[config.mk]
export PLATFORM = sky130hd
export DESIGN_NAME = serial_frame_parser
export DESIGN_NICKNAME = d
export VERILOG_FILES = /design/src/hdl/sfp_pkg.sv /design/src/hdl/serial_frame_parser.sv
export SDC_FILE = /design/constraint.sdc
export NUM_CORES = 1
export LEC_CHECK = 0
export ABC_AREA = 1
export BUFFER_PORTS_ARGS = -buffer_cell sky130_fd_sc_hd__clkbuf_2
export CELL_PAD_IN_SITES_DETAIL_PLACEMENT = 0
export CELL_PAD_IN_SITES_GLOBAL_PLACEMENT = 1
export CORE_UTILIZATION = 35
export DETAILED_ROUTE_END_ITERATION = 7
export HOLD_SLACK_MARGIN = 0.06
export PLACE_DENSITY = 0.72
export SLEW_MARGIN = 20
export SYNTH_ARGS = -nofsm -noshare
export SYNTH_HDL_FRONTEND = slang
export SYNTH_SLANG_ARGS = --single-unit
[constraint.sdc]
create_clock -name clk_i -period 2.4 [get_ports clk_i]
set_input_delay 0.12 -clock clk_i [delete_from_list [all_inputs] [get_ports clk_i]]
set_output_delay 0.12 -clock clk_i [all_outputs]
set_load 0.05 [all_outputs]
[src/hdl/sfp_pkg.sv]
// sfp_pkg: shared constants for the serial frame parser
// phase codes, event codes, field widths and register map
// no dependencies
`default_nettype none

package sfp_pkg;

  localparam int unsigned MAX_PAYLOAD = 128;

  localparam int unsigned PHASE_W = 3;
  localparam int unsigned EVENT_W = 3;
  localparam int unsigned BYTE_W  = 8;
  localparam int unsigned INDEX_W = 7;
  localparam int unsigned LEN_W   = 16;
  localparam int unsigned COUNT_W = 8;
  localparam int unsigned ADDR_W  = 3;
  localparam int unsigned DATA_W  = 32;

  localparam logic [BYTE_W-1:0] HDR_BYTE        = 8'hFF;
  localparam logic [BYTE_W-1:0] DEVICE_ID_RESET = 8'h01;

  localparam logic [0:0] REG_DEVICE_ID = 1'b0;

  localparam logic [PHASE_W-1:0] PH_HUNT1 = 3'd0;
  localparam logic [PHASE_W-1:0] PH_HUNT2 = 3'd1;
  localparam logic [PHASE_W-1:0] PH_ID    = 3'd2;
  localparam logic [PHASE_W-1:0] PH_LEN1  = 3'd3;
  localparam logic [PHASE_W-1:0] PH_LEN2  = 3'd4;
  localparam logic [PHASE_W-1:0] PH_DATA  = 3'd5;
  localparam logic [PHASE_W-1:0] PH_CHECK = 3'd6;

  localparam logic [EVENT_W-1:0] EV_NONE = 3'd0;
  localparam logic [EVENT_W-1:0] EV_DATA = 3'd1;
  localparam logic [EVENT_W-1:0] EV_GOOD = 3'd2;
  localparam logic [EVENT_W-1:0] EV_BAD  = 3'd3;
  localparam logic [EVENT_W-1:0] EV_LONG = 3'd4;

  localparam logic [LEN_W-1:0] MAX_LEN = LEN_W'(MAX_PAYLOAD);

endpackage

`default_nettype wire

[src/hdl/serial_frame_parser.sv]
// serial_frame_parser: length-prefixed frame parser with 8-bit additive checksum
// one byte a beat in, one result beat out; device id set over an apb-style port; uses sfp_pkg
// a byte's result appears in the output register in the cycle after the byte is taken
// throughput: one byte per cycle; the input stalls only while a held result is stalled
// reset: asynchronous, active low; hunting for the first header byte, sums and
// counters cleared, device id 1, no result pending
`default_nettype none

module serial_frame_parser (
  input  wire logic                             clk_i,
  input  wire logic                             rst_ni,
  input  wire logic                             psel,
  input  wire logic                             penable,
  input  wire logic                             pwrite,
  input  wire logic [sfp_pkg::ADDR_W-1:0]       paddr,
  input  wire logic [sfp_pkg::DATA_W-1:0]       pwdata,
  output      logic [sfp_pkg::DATA_W-1:0]       prdata,
  output      logic                             pready,
  input  wire logic                             in_valid_i,
  output      logic                             in_stall_o,
  input  wire logic [sfp_pkg::BYTE_W-1:0]       rx_byte_i,
  output      logic                             out_valid_o,
  input  wire logic                             out_stall_i,
  output      logic [sfp_pkg::EVENT_W-1:0]      event_res_o,
  output      logic [sfp_pkg::BYTE_W-1:0]       payload_byte_o,
  output      logic [sfp_pkg::INDEX_W-1:0]      payload_index_o,
  output      logic [sfp_pkg::LEN_W-1:0]        frame_length_o
);

  logic [sfp_pkg::BYTE_W-1:0]  device_id_q;
  logic [sfp_pkg::PHASE_W-1:0] phase_q, phase_d;
  logic [sfp_pkg::BYTE_W-1:0]  sum_q, sum_d;
  logic [sfp_pkg::BYTE_W-1:0]  len_hi_q, len_hi_d;
  logic [sfp_pkg::LEN_W-1:0]   len_q, len_d;
  logic [sfp_pkg::COUNT_W-1:0] taken_q, taken_d;

  logic                        out_valid_q;
  logic [sfp_pkg::EVENT_W-1:0] ev_q, ev_d;
  logic [sfp_pkg::BYTE_W-1:0]  pbyte_q, pbyte_d;
  logic [sfp_pkg::INDEX_W-1:0] pidx_q, pidx_d;
  logic [sfp_pkg::LEN_W-1:0]   flen_q, flen_d;

  logic                        in_take;
  logic                        cfg_wr;
  logic [sfp_pkg::BYTE_W-1:0]  sum_add;
  logic [sfp_pkg::LEN_W-1:0]   len_new;
  logic [sfp_pkg::COUNT_W:0]   taken_next;

  // config port
  assign pready = 1'b1;
  assign cfg_wr = psel && penable && pwrite && pready;
  assign prdata = (paddr[2] == sfp_pkg::REG_DEVICE_ID)
                  ? {{(sfp_pkg::DATA_W-sfp_pkg::BYTE_W){1'b0}}, device_id_q}
                  : '0;

  always_ff @(posedge clk_i or negedge rst_ni) begin
    if (!rst_ni) begin
      device_id_q <= sfp_pkg::DEVICE_ID_RESET;
    end else if (cfg_wr && paddr[2] == sfp_pkg::REG_DEVICE_ID) begin
      device_id_q <= pwdata[sfp_pkg::BYTE_W-1:0];
    end
  end

  // handshake
  assign in_stall_o = out_valid_q && out_stall_i;
  assign in_take    = in_valid_i && !in_stall_o;

  assign sum_add    = sum_q + rx_byte_i;
  assign len_new    = {len_hi_q, rx_byte_i};
  assign taken_next = {1'b0, taken_q} + 1'b1;

  always_comb begin
    phase_d  = phase_q;
    sum_d    = sum_q;
    len_hi_d = len_hi_q;
    len_d    = len_q;
    taken_d  = taken_q;
    ev_d     = sfp_pkg::EV_NONE;
    pbyte_d  = '0;
    pidx_d   = '0;
    flen_d   = '0;
    case (phase_q)
      sfp_pkg::PH_HUNT1: begin
        if (rx_byte_i == sfp_pkg::HDR_BYTE) begin
          phase_d = sfp_pkg::PH_HUNT2;
          sum_d   = '0;
          taken_d = '0;
        end
      end
      sfp_pkg::PH_HUNT2: begin
        phase_d = (rx_byte_i == sfp_pkg::HDR_BYTE) ? sfp_pkg::PH_ID : sfp_pkg::PH_HUNT1;
      end
      sfp_pkg::PH_ID: begin
        if (rx_byte_i == device_id_q) begin
          sum_d   = sum_add;
          phase_d = sfp_pkg::PH_LEN1;
        end else begin
          phase_d = sfp_pkg::PH_HUNT1;
        end
      end
      sfp_pkg::PH_LEN1: begin
        sum_d    = sum_add;
        len_hi_d = rx_byte_i;
        phase_d  = sfp_pkg::PH_LEN2;
      end
      sfp_pkg::PH_LEN2: begin
        sum_d   = sum_add;
        len_d   = len_new;
        taken_d = '0;
        if (len_new == '0) begin
          phase_d = sfp_pkg::PH_CHECK;
        end else if (len_new > sfp_pkg::MAX_LEN) begin
          ev_d    = sfp_pkg::EV_LONG;
          flen_d  = len_new;
          phase_d = sfp_pkg::PH_HUNT1;
        end else begin
          phase_d = sfp_pkg::PH_DATA;
        end
      end
      sfp_pkg::PH_DATA: begin
        sum_d   = sum_add;
        ev_d    = sfp_pkg::EV_DATA;
        pbyte_d = rx_byte_i;
        pidx_d  = taken_q[sfp_pkg::INDEX_W-1:0];
        flen_d  = len_q;
        if (sfp_pkg::LEN_W'(taken_next) >= len_q) begin
          phase_d = sfp_pkg::PH_CHECK;
        end
        taken_d = taken_next[sfp_pkg::COUNT_W-1:0];
      end
      sfp_pkg::PH_CHECK: begin
        ev_d    = (rx_byte_i == sum_q) ? sfp_pkg::EV_GOOD : sfp_pkg::EV_BAD;
        flen_d  = len_q;
        phase_d = sfp_pkg::PH_HUNT1;
      end
      default: begin
        phase_d = sfp_pkg::PH_HUNT1;
      end
    endcase
  end

  always_ff @(posedge clk_i or negedge rst_ni) begin
    if (!rst_ni) begin
      phase_q  <= sfp_pkg::PH_HUNT1;
      sum_q    <= '0;
      len_hi_q <= '0;
      len_q    <= '0;
      taken_q  <= '0;
    end else if (in_take) begin
      phase_q  <= phase_d;
      sum_q    <= sum_d;
      len_hi_q <= len_hi_d;
      len_q    <= len_d;
      taken_q  <= taken_d;
    end
  end

  // result register
  always_ff @(posedge clk_i or negedge rst_ni) begin
    if (!rst_ni) begin
      out_valid_q <= 1'b0;
    end else if (!in_stall_o) begin
      out_valid_q <= in_valid_i;
    end
  end

  always_ff @(posedge clk_i) begin
    if (in_take) begin
      ev_q    <= ev_d;
      pbyte_q <= pbyte_d;
      pidx_q  <= pidx_d;
      flen_q  <= flen_d;
    end
  end

  assign out_valid_o     = out_valid_q;
  assign event_res_o     = ev_q;
  assign payload_byte_o  = pbyte_q;
  assign payload_index_o = pidx_q;
  assign frame_length_o  = flen_q;

endmodule

`default_nettype wire

==> metrics.csv, run 1 <==
stage;metric;value;unit
setup_path;CP required;2.64;ns
yosys;#FFs+latches synth;86;
grt;initial antenna violation count;0;
placed_design;dpl ws;0.214;ns
cts;CTS tree;built;
placed_design;PortBufs;67;
detailed_routing;Iter 0 DRT Violations;275;
placed_design;HPWL after detailed placement;7.70;mm
grt;largest net degree at the start of global routing;34;
yosys;Post-synth EDFFs;34;
finish;nets@finish;680;
pwr;power per cell area;785;nW/um2
detailed_routing;1st-pass router iterations;4;
cts;CTS Sinks;86;
sta;clock skew;0.00698;ns
sta;Hold Fails Final Rpt;0;
detailed_routing;DR top layer;met4;
detailed_routing;drt via density;4.55;
sta;Worst Max-Slew Pin Slew;0.935;ns
sta;setup TNS;0;ns
yosys;Synth Flop Type;dfrtp_1;
die;core outline area;12700;um2
die;Initial Util;36.0;%
min_path;Hold Crit Depth;3;
cts;CTS-repair resized insts;0;
setup_path;critical path class;reg2reg;
setup_path;WP data arrival;2.43;ns
cts;Worst-path clk slew;0.06;ns
yosys;number of distinct library cells after synthesis;37;
cts;CTS root buf;clkbuf_16;
cts;worst skew pair latency;0.35;ns
finish;Area Growth Syn to Fin;18.5;%
cts;TritonCTS Buffers;9;
pwr;Leak;2.59;nW
sta;Tcrit/Tclk final;91.4;%
die;die width;116;um
yosys;top cell type's share of synthesized area;27.8;%
detailed_routing;via count;3583;
setup_path;critical path capture point type;register;
status;outcome;completed;
yosys;synth cell count leaders;123 x nand2_1, 63 x inv_1, 62 x nor2_1, 51 x dfrtp_1, 34 x edfxtp_1;
yosys;Synth async-reset ratio;60.5;%
detailed_routing;wire length per cell;13.3;um
setup_path;Worst setup SP type;register;
yosys;Syn Inst Count;530;
finish;ANT cells;0;
grt;vias in the first global route;3410;
sta;Tmin final;2.19;ns
detailed_routing;met2 routed WL;4.70;mm
setup_path;Crit Path Max Fanout;4;
sta;RSZ-0062 raised after global routing;no;
die;die area;13600;um2
yosys;register area share after synthesis;50.7;%
run;Max-cap violations;0;
sta;Fmax;0.456;GHz
yosys;most common cell in the netlist;nand2_1;
yosys;post-synth top area cell;dfrtp_1;
grt;GR Overflow Total;0;
grt;total track usage;16.8;%
sta;final setup fails;0;
die;Die Y;116;um
die;cell row count;41;
cts;H-tree levels;3;
grt;first-pass GRT wire length;16.9;mm
detailed_routing;drc violations;0;
pwr;Tot Pwr;4.27;mW
sta;Rel. slew slack;37.5;%
yosys;Syn. warnings;0;
placed_design;RePlAce Congestion;0.830;
yosys;ranking of synthesized cells by area;dfrtp_1 28%, edfxtp_1 22%, nand2_1 10%;
cts;maximum clock path buffer count;2;
yosys;Mean Syn Cell Area;8.65;um2
pwr;Max VDD drop;0.397;mV
sta;Setup WS post-layout;0.207;ns
min_path;Hold WC Path Type;in2reg;
detailed_routing;metal3 WL;471;um
detailed_routing;drt total wl;10.5;mm
finish;share of cells above drive strength 1;18.0;%
setup_path;r2r worst-path depth;15;
sta;Final Max Tran Viols;0;
yosys;Syn Std Cell Area;4590;um2
detailed_routing;M1 WL;5.11;mm
die;Ports;119;
detailed_routing;Final ANT Viol Nets;0;
==> stage by stage <==
stage	utilization (%)	hold slack (ns)	cells	area [um2]
after global placement	39.3	0.117	760	5000
after CTS	42.6	0.210	786	5420
final	42.7	0.199	788	5430
after floorplan	-	-0.176	553	4670
after global routing	42.7	0.223	788	5430
after detailed placement	39.3	0.115	760	5000
==> area by class of cell <==
type	instances	area, um2
inverters	73	280
fillers	1316	7290
flip-flops and latches	86	2320
multi-input cells	358	1820
repair buffers	84	490
clock buffers	11	233
well taps	172	215
clock inverters	4	72.6
==> cell families (layout without fill, tap and decap cells) <==
logic type,Yosys count,count (layout),synth area share [%]
and+or+nand+nor,232,232,21.7
buffers and inverters,109,172,11.5
xor gates and xnor gates,11,11,2.10
other,2,25,0.164
DFF,86,86,50.7
adders and majority gates,18,18,5.07
AOI/OAI and AO/OA,72,72,8.70
==> cells in the final DEF (no fill, tap or decap), types with 3 or more instances in the layout <==
master         instances
edfxtp_1              34
xor2_1                 5
nand2_1              123
xnor2_1                6
nand4_1               10
clkbuf_16              9
buf_4                  6
dlygate4sd3_1         11
conb_1                25
inv_2                  7
nor2_1                62
o21ai_0               29
nand2_2                4
a21oi_1               17
clkbuf_2              67
o21ai_1                9
o22ai_1               10
ha_1                  17
nand3_1               19
inv_1                 63
nand2_4                3
dfrtp_1               51
==> worst max-delay path, cell delays in order, from the launching register on <==
cell and delay [ns]:
dfrtp_1 0.40, ha_1 0.20, nand3_1 0.13, nor2_1 0.14, nand3_1 0.11, nand2_1 0.10
inv_1 0.04, ha_1 0.26, nand2_1 0.06, o21a_1 0.18, nand2_1 0.06, nand2_1 0.04
nand2_1 0.13, nand2_1 0.11, nand2_1 0.08, nand2_1 0.05
==> metal layers <==
layer  vias up  global-route usage [%]
li1       1825                       -
met1      1645                    22.4
met2       103                    26.8
met3        10                    3.11
met4         0                    6.92
met5         -                       0
==> repair_timing <==
action	CTS	global route
setup buffers	0	2
hold buffers	11	0
endpoints found under the setup margin	0	2
endpoints found under the hold margin	26	0
==> flip-flops by register name, indices dropped and copies added, names as in the netlist <==
name and flops:
frame_length_o 16, len_hi_q 8, payload_index_o 7, out_valid_o 1
taken_q 8, payload_byte_o 8, len_q 16, phase_q 3
event_res_o 3, sum_q 8, device_id_q 8
==> report_power, final <==
| part | switching [mW] | total [mW] | internal [mW] | leakage (nW) |
|---|---|---|---|---|
| Clock | 0.561 | 1.47 | 0.904 | 0.146 |
| Sequential | 0.0807 | 1.73 | 1.65 | 1.03 |
| Combinational | 0.742 | 1.07 | 0.326 | 1.42 |
==> worst paths after layout <==
kind / slack [ns] / from / to
worst max-delay path: 0.21 / taken_q[0]$_DFFE_PN0P_ / phase_q[0]$_DFFE_PN0P_
worst min-delay path: 0.20 / rx_byte_i[5] / len_hi_q[5]$_DFFE_PN0P_
worst max register to register: 0.21 / taken_q[0]$_DFFE_PN0P_ / phase_q[0]$_DFFE_PN0P_
worst min register to register: 0.49 / len_q[13]$_DFFE_PN0P_ / len_q[13]$_DFFE_PN0P_
max in group asynchronous: 1.40 / rst_ni / device_id_q[0]$_DFFE_PN1P_
min in group asynchronous: 0.27 / rst_ni / out_valid_o$_DFFE_PN0N_
Note: power is estimated with default switching activity, not from simulation.
==> run 2: changes to the inputs <==
--- a/config.mk
+++ b/config.mk
@@ -11,6 +11,7 @@
 export CELL_PAD_IN_SITES_GLOBAL_PLACEMENT = 1
 export CORE_UTILIZATION = 35
 export DETAILED_ROUTE_END_ITERATION = 7
+export GPL_TIMING_DRIVEN = 0
 export HOLD_SLACK_MARGIN = 0.06
 export PLACE_DENSITY = 0.72
 export SLEW_MARGIN = 20
==> run 2 against run 1 <==
- count of clock-buffer cells in the layout is 2 lower
- sequential share of layout area is 1.7 points lower
- worst setup slack better by 0.013 ns
- sequential power hardly changed
- clock power is 7% lower
- worst hold slack hardly changed
- wire length is 3.4% higher
- clock skew is 0.0017 ns higher
- non-clock buffer count is 31 higher
- design area is 4.3% higher
- via count is 3.0% higher
- power is 1.5% lower
==> metrics.csv, run 2 (synthesis results as in run 1) <==
stage;metric;value;unit;change
setup_path;CP peak stage delay;0.39;ns;was 0.40 ns
sta;Tmin final;2.18;ns;was 2.19 ns
pwr;Tot Pwr;4.20;mW;was 4.27 mW
grt;total track usage;17.2;%;was 16.8%
detailed_routing;DR top layer;met4;;unchanged
setup_path;Crit Path Max Fanout;4;;unchanged
sta;setup TNS;0;ns;unchanged
grt;vias in the first global route;3522;;was 3410
pwr;Max VDD drop;0.301;mV;was 0.397 mV
die;die width;116;um;unchanged
grt;initial antenna violation count;0;;unchanged
placed_design;PortBufs;65;;was 67
sta;Fmax;0.459;GHz;was 0.456 GHz
sta;Tcrit/Tclk final;90.8;%;was 91.4%
die;Initial Util;36.0;%;unchanged
sta;final setup fails;0;;unchanged
die;Ports;119;;unchanged
die;die area;13600;um2;unchanged
setup_path;critical path capture point type;register;;unchanged
run;Max-cap violations;0;;unchanged
pwr;Clock power frac;32.4;%;was 34.3%
setup_path;critical path class;reg2reg;;unchanged
pwr;logic gate share of total power;26.4;%;was 25.0%
pwr;P_int;2.74;mW;was 2.88 mW
pwr;Net Sw Frac;34.9;%;was 32.4%
grt;GR Overflow Total;0;;unchanged
grt;largest net degree at the start of global routing;53;;was 34
pwr;Leak;2.74;nW;was 2.59 nW
detailed_routing;Final ANT Viol Nets;0;;unchanged
cts;TritonCTS Buffers;9;;unchanged
setup_path;Worst setup SP type;register;;unchanged
finish;Final Non-Filler Cells;820;;was 788
finish;ANT cells;0;;unchanged
detailed_routing;1st-pass router iterations;5;;was 4
min_path;Hold WC Path Type;in2reg;;unchanged
finish;nets@finish;711;;was 680
cts;H-tree levels;3;;unchanged
cts;CTS root buf;clkbuf_16;;unchanged
detailed_routing;Iter 0 DRT Violations;192;;was 275
finish;post-route cell area;5670;um2;was 5430 um2
detailed_routing;drt via density;4.50;;was 4.55
detailed_routing;via count;3691;;was 3583
die;core outline area;12700;um2;unchanged
setup_path;Worst path slowest cell;dfrtp_1;;unchanged
sta;Hold Fails Final Rpt;0;;unchanged
cts;CTS Sinks;86;;unchanged
pwr;Switch Pwr;1.47;mW;was 1.38 mW
finish;most common cell after layout, fill and taps aside;nand2_1;;unchanged
sta;Worst Max-Slew Pin Slew;0.760;ns;was 0.935 ns
pwr;power per cell area;742;nW/um2;was 785 nW/um2
cts;maximum clock path buffer count;2;;unchanged
sta;Setup WS post-layout;0.220;ns;was 0.207 ns
die;Die Y;116;um;unchanged
setup_path;WP data arrival;2.42;ns;was 2.43 ns
detailed_routing;M1 WL;5.24;mm;was 5.11 mm
sta;smallest hold slack;0.199;ns;about the same
grt;first-pass GRT wire length;17.3;mm;was 16.9 mm
cts;Worst-path clk slew;0.06;ns;about the same
setup_path;CP required;2.64;ns;about the same
sta;clock skew;0.00866;ns;was 0.00698 ns
finish;Area Growth Syn to Fin;23.5;%;was 18.5%
setup_path;Critical Path Most Common Cell;nand2_1;;unchanged
detailed_routing;met2 routed WL;4.92;mm;was 4.70 mm
finish;share of cells above drive strength 1;22.4;%;was 18.0%
placed_design;HPWL after detailed placement;7.86;mm;was 7.70 mm
placed_design;dpl ws;0.0363;ns;was 0.214 ns
placed_design;Placed Cells;790;;was 760
detailed_routing;drc violations;0;;unchanged
sta;Rel. slew slack;49.3;%;was 37.5%
cts;CTS tree;built;;unchanged
detailed_routing;drt total wl;10.8;mm;was 10.5 mm
placed_design;RePlAce Congestion;0.791;;was 0.830
finish;commonest cells after routing, fill and taps aside;122 x nand2_1, 64 x clkbuf_2, 63 x inv_1, 62 x nor2_1, 51 x dfrtp_1;;was 123 x nand2_1, 67 x clkbuf_2, 63 x inv_1, 62 x nor2_1, 51 x dfrtp_1
status;outcome;completed;;unchanged
detailed_routing;wire length per cell;13.2;um;was 13.3 um
placed_design;dpl cell area;5220;um2;was 5000 um2
pwr;part of the power in registers;41.2;%;was 40.6%
finish;Util after Layout;44.5;%;was 42.7%
die;cell row count;41;;unchanged
detailed_routing;metal3 WL;419;um;was 471 um
setup_path;crit-path cells;ha_1 > nand3_1 > nor2_1 > nand3_1 > nand2_1 > inv_1 > ha_1 > nand2_1 > o21a_1 > nand2_1 > nand2_1 > nand2_2 > nand2_1 > nand2_1 > nand2_1;;was ha_1 > nand3_1 > nor2_1 > nand3_1 > nand2_1 > inv_1 > ha_1 > nand2_1 > o21a_1 > nand2_1 > nand2_1 > nand2_1 > nand2_1 > nand2_1 > nand2_1
cts;worst skew pair latency;0.35;ns;about the same
sta;Final Max Tran Viols;0;;unchanged
## run 2: cell count changes in the layout (fill, tap and decap cells not counted), sizes merged
cell    previous run  this run
inv               72        77
bufinv             2         0
clkbuf            78        76
buf                6        37
## run 2: final timing paths
check                           slack, ns              startpoint  cells past startpoint                 endpoint
worst max-delay path                 0.22  taken_q[0]$_DFFE_PN0P_                     15   phase_q[1]$_DFFE_PN0P_
worst min register to register       0.49   len_q[11]$_DFFE_PN0P_                      2    len_q[11]$_DFFE_PN0P_
max in group asynchronous            1.50                  rst_ni                      2     sum_q[5]$_DFFE_PN0P_
worst min-delay path                 0.20            rx_byte_i[2]                      3     len_q[2]$_DFFE_PN0P_
worst max register to register       0.22  taken_q[0]$_DFFE_PN0P_                     15   phase_q[1]$_DFFE_PN0P_
min in group asynchronous            0.40                  rst_ni                      2  out_valid_o$_DFFE_PN0N_
## run 2: worst max-delay path: cells and delay by family (launching register included)
| family | cells | cell delay [ns] |
|---|---|---|
| fa+ha+maj | 2 | 0.46 |
| compound gates | 1 | 0.19 |
| buf+inv | 1 | 0.05 |
| flops | 1 | 0.39 |
| simple gates | 11 | 0.98 |
## run 2: layout make-up
cell class | count | area, um2
clock inverters | 7 | 65.1
fillers | 1284 | 7060
plain buffers | 36 | 249
well taps | 172 | 215
flip-flops and latches | 86 | 2320
multi-input cells | 358 | 1830
clock buffers | 9 | 225
inverters | 73 | 280
repair buffers | 79 | 480
## run 2: metal layers
| layer | vias to the layer above | global-route usage, % |
|---|---|---|
| met1 | 1687 | 22.8 |
| met2 | 101 | 27.6 |
| met3 | 17 | 2.75 |
| li1 | 1886 | - |
| met4 | 0 | 8.21 |
| met5 | - | 0 |
## run 2: power by group through the flow
stage                     Sequential (mW)  Combinational, mW  Clock [mW]
after floorplan                      1.84              0.769           0
after global placement               1.76               1.06           0
after global routing                 1.75               1.25        1.46
after detailed placement             1.76               1.07           0
final                                1.73               1.11        1.36
after CTS                            1.73               1.09        1.40
## run 2: repair_timing
| action | 4_1_cts | 5_1_grt |
|---|---|---|
| hold endpoints to repair | 60 | 0 |
| hold buffers | 11 | 0 |
| setup buffers | 0 | 2 |
| setup endpoints to repair | 0 | 3 |
| gates resized for setup | 0 | 2 |
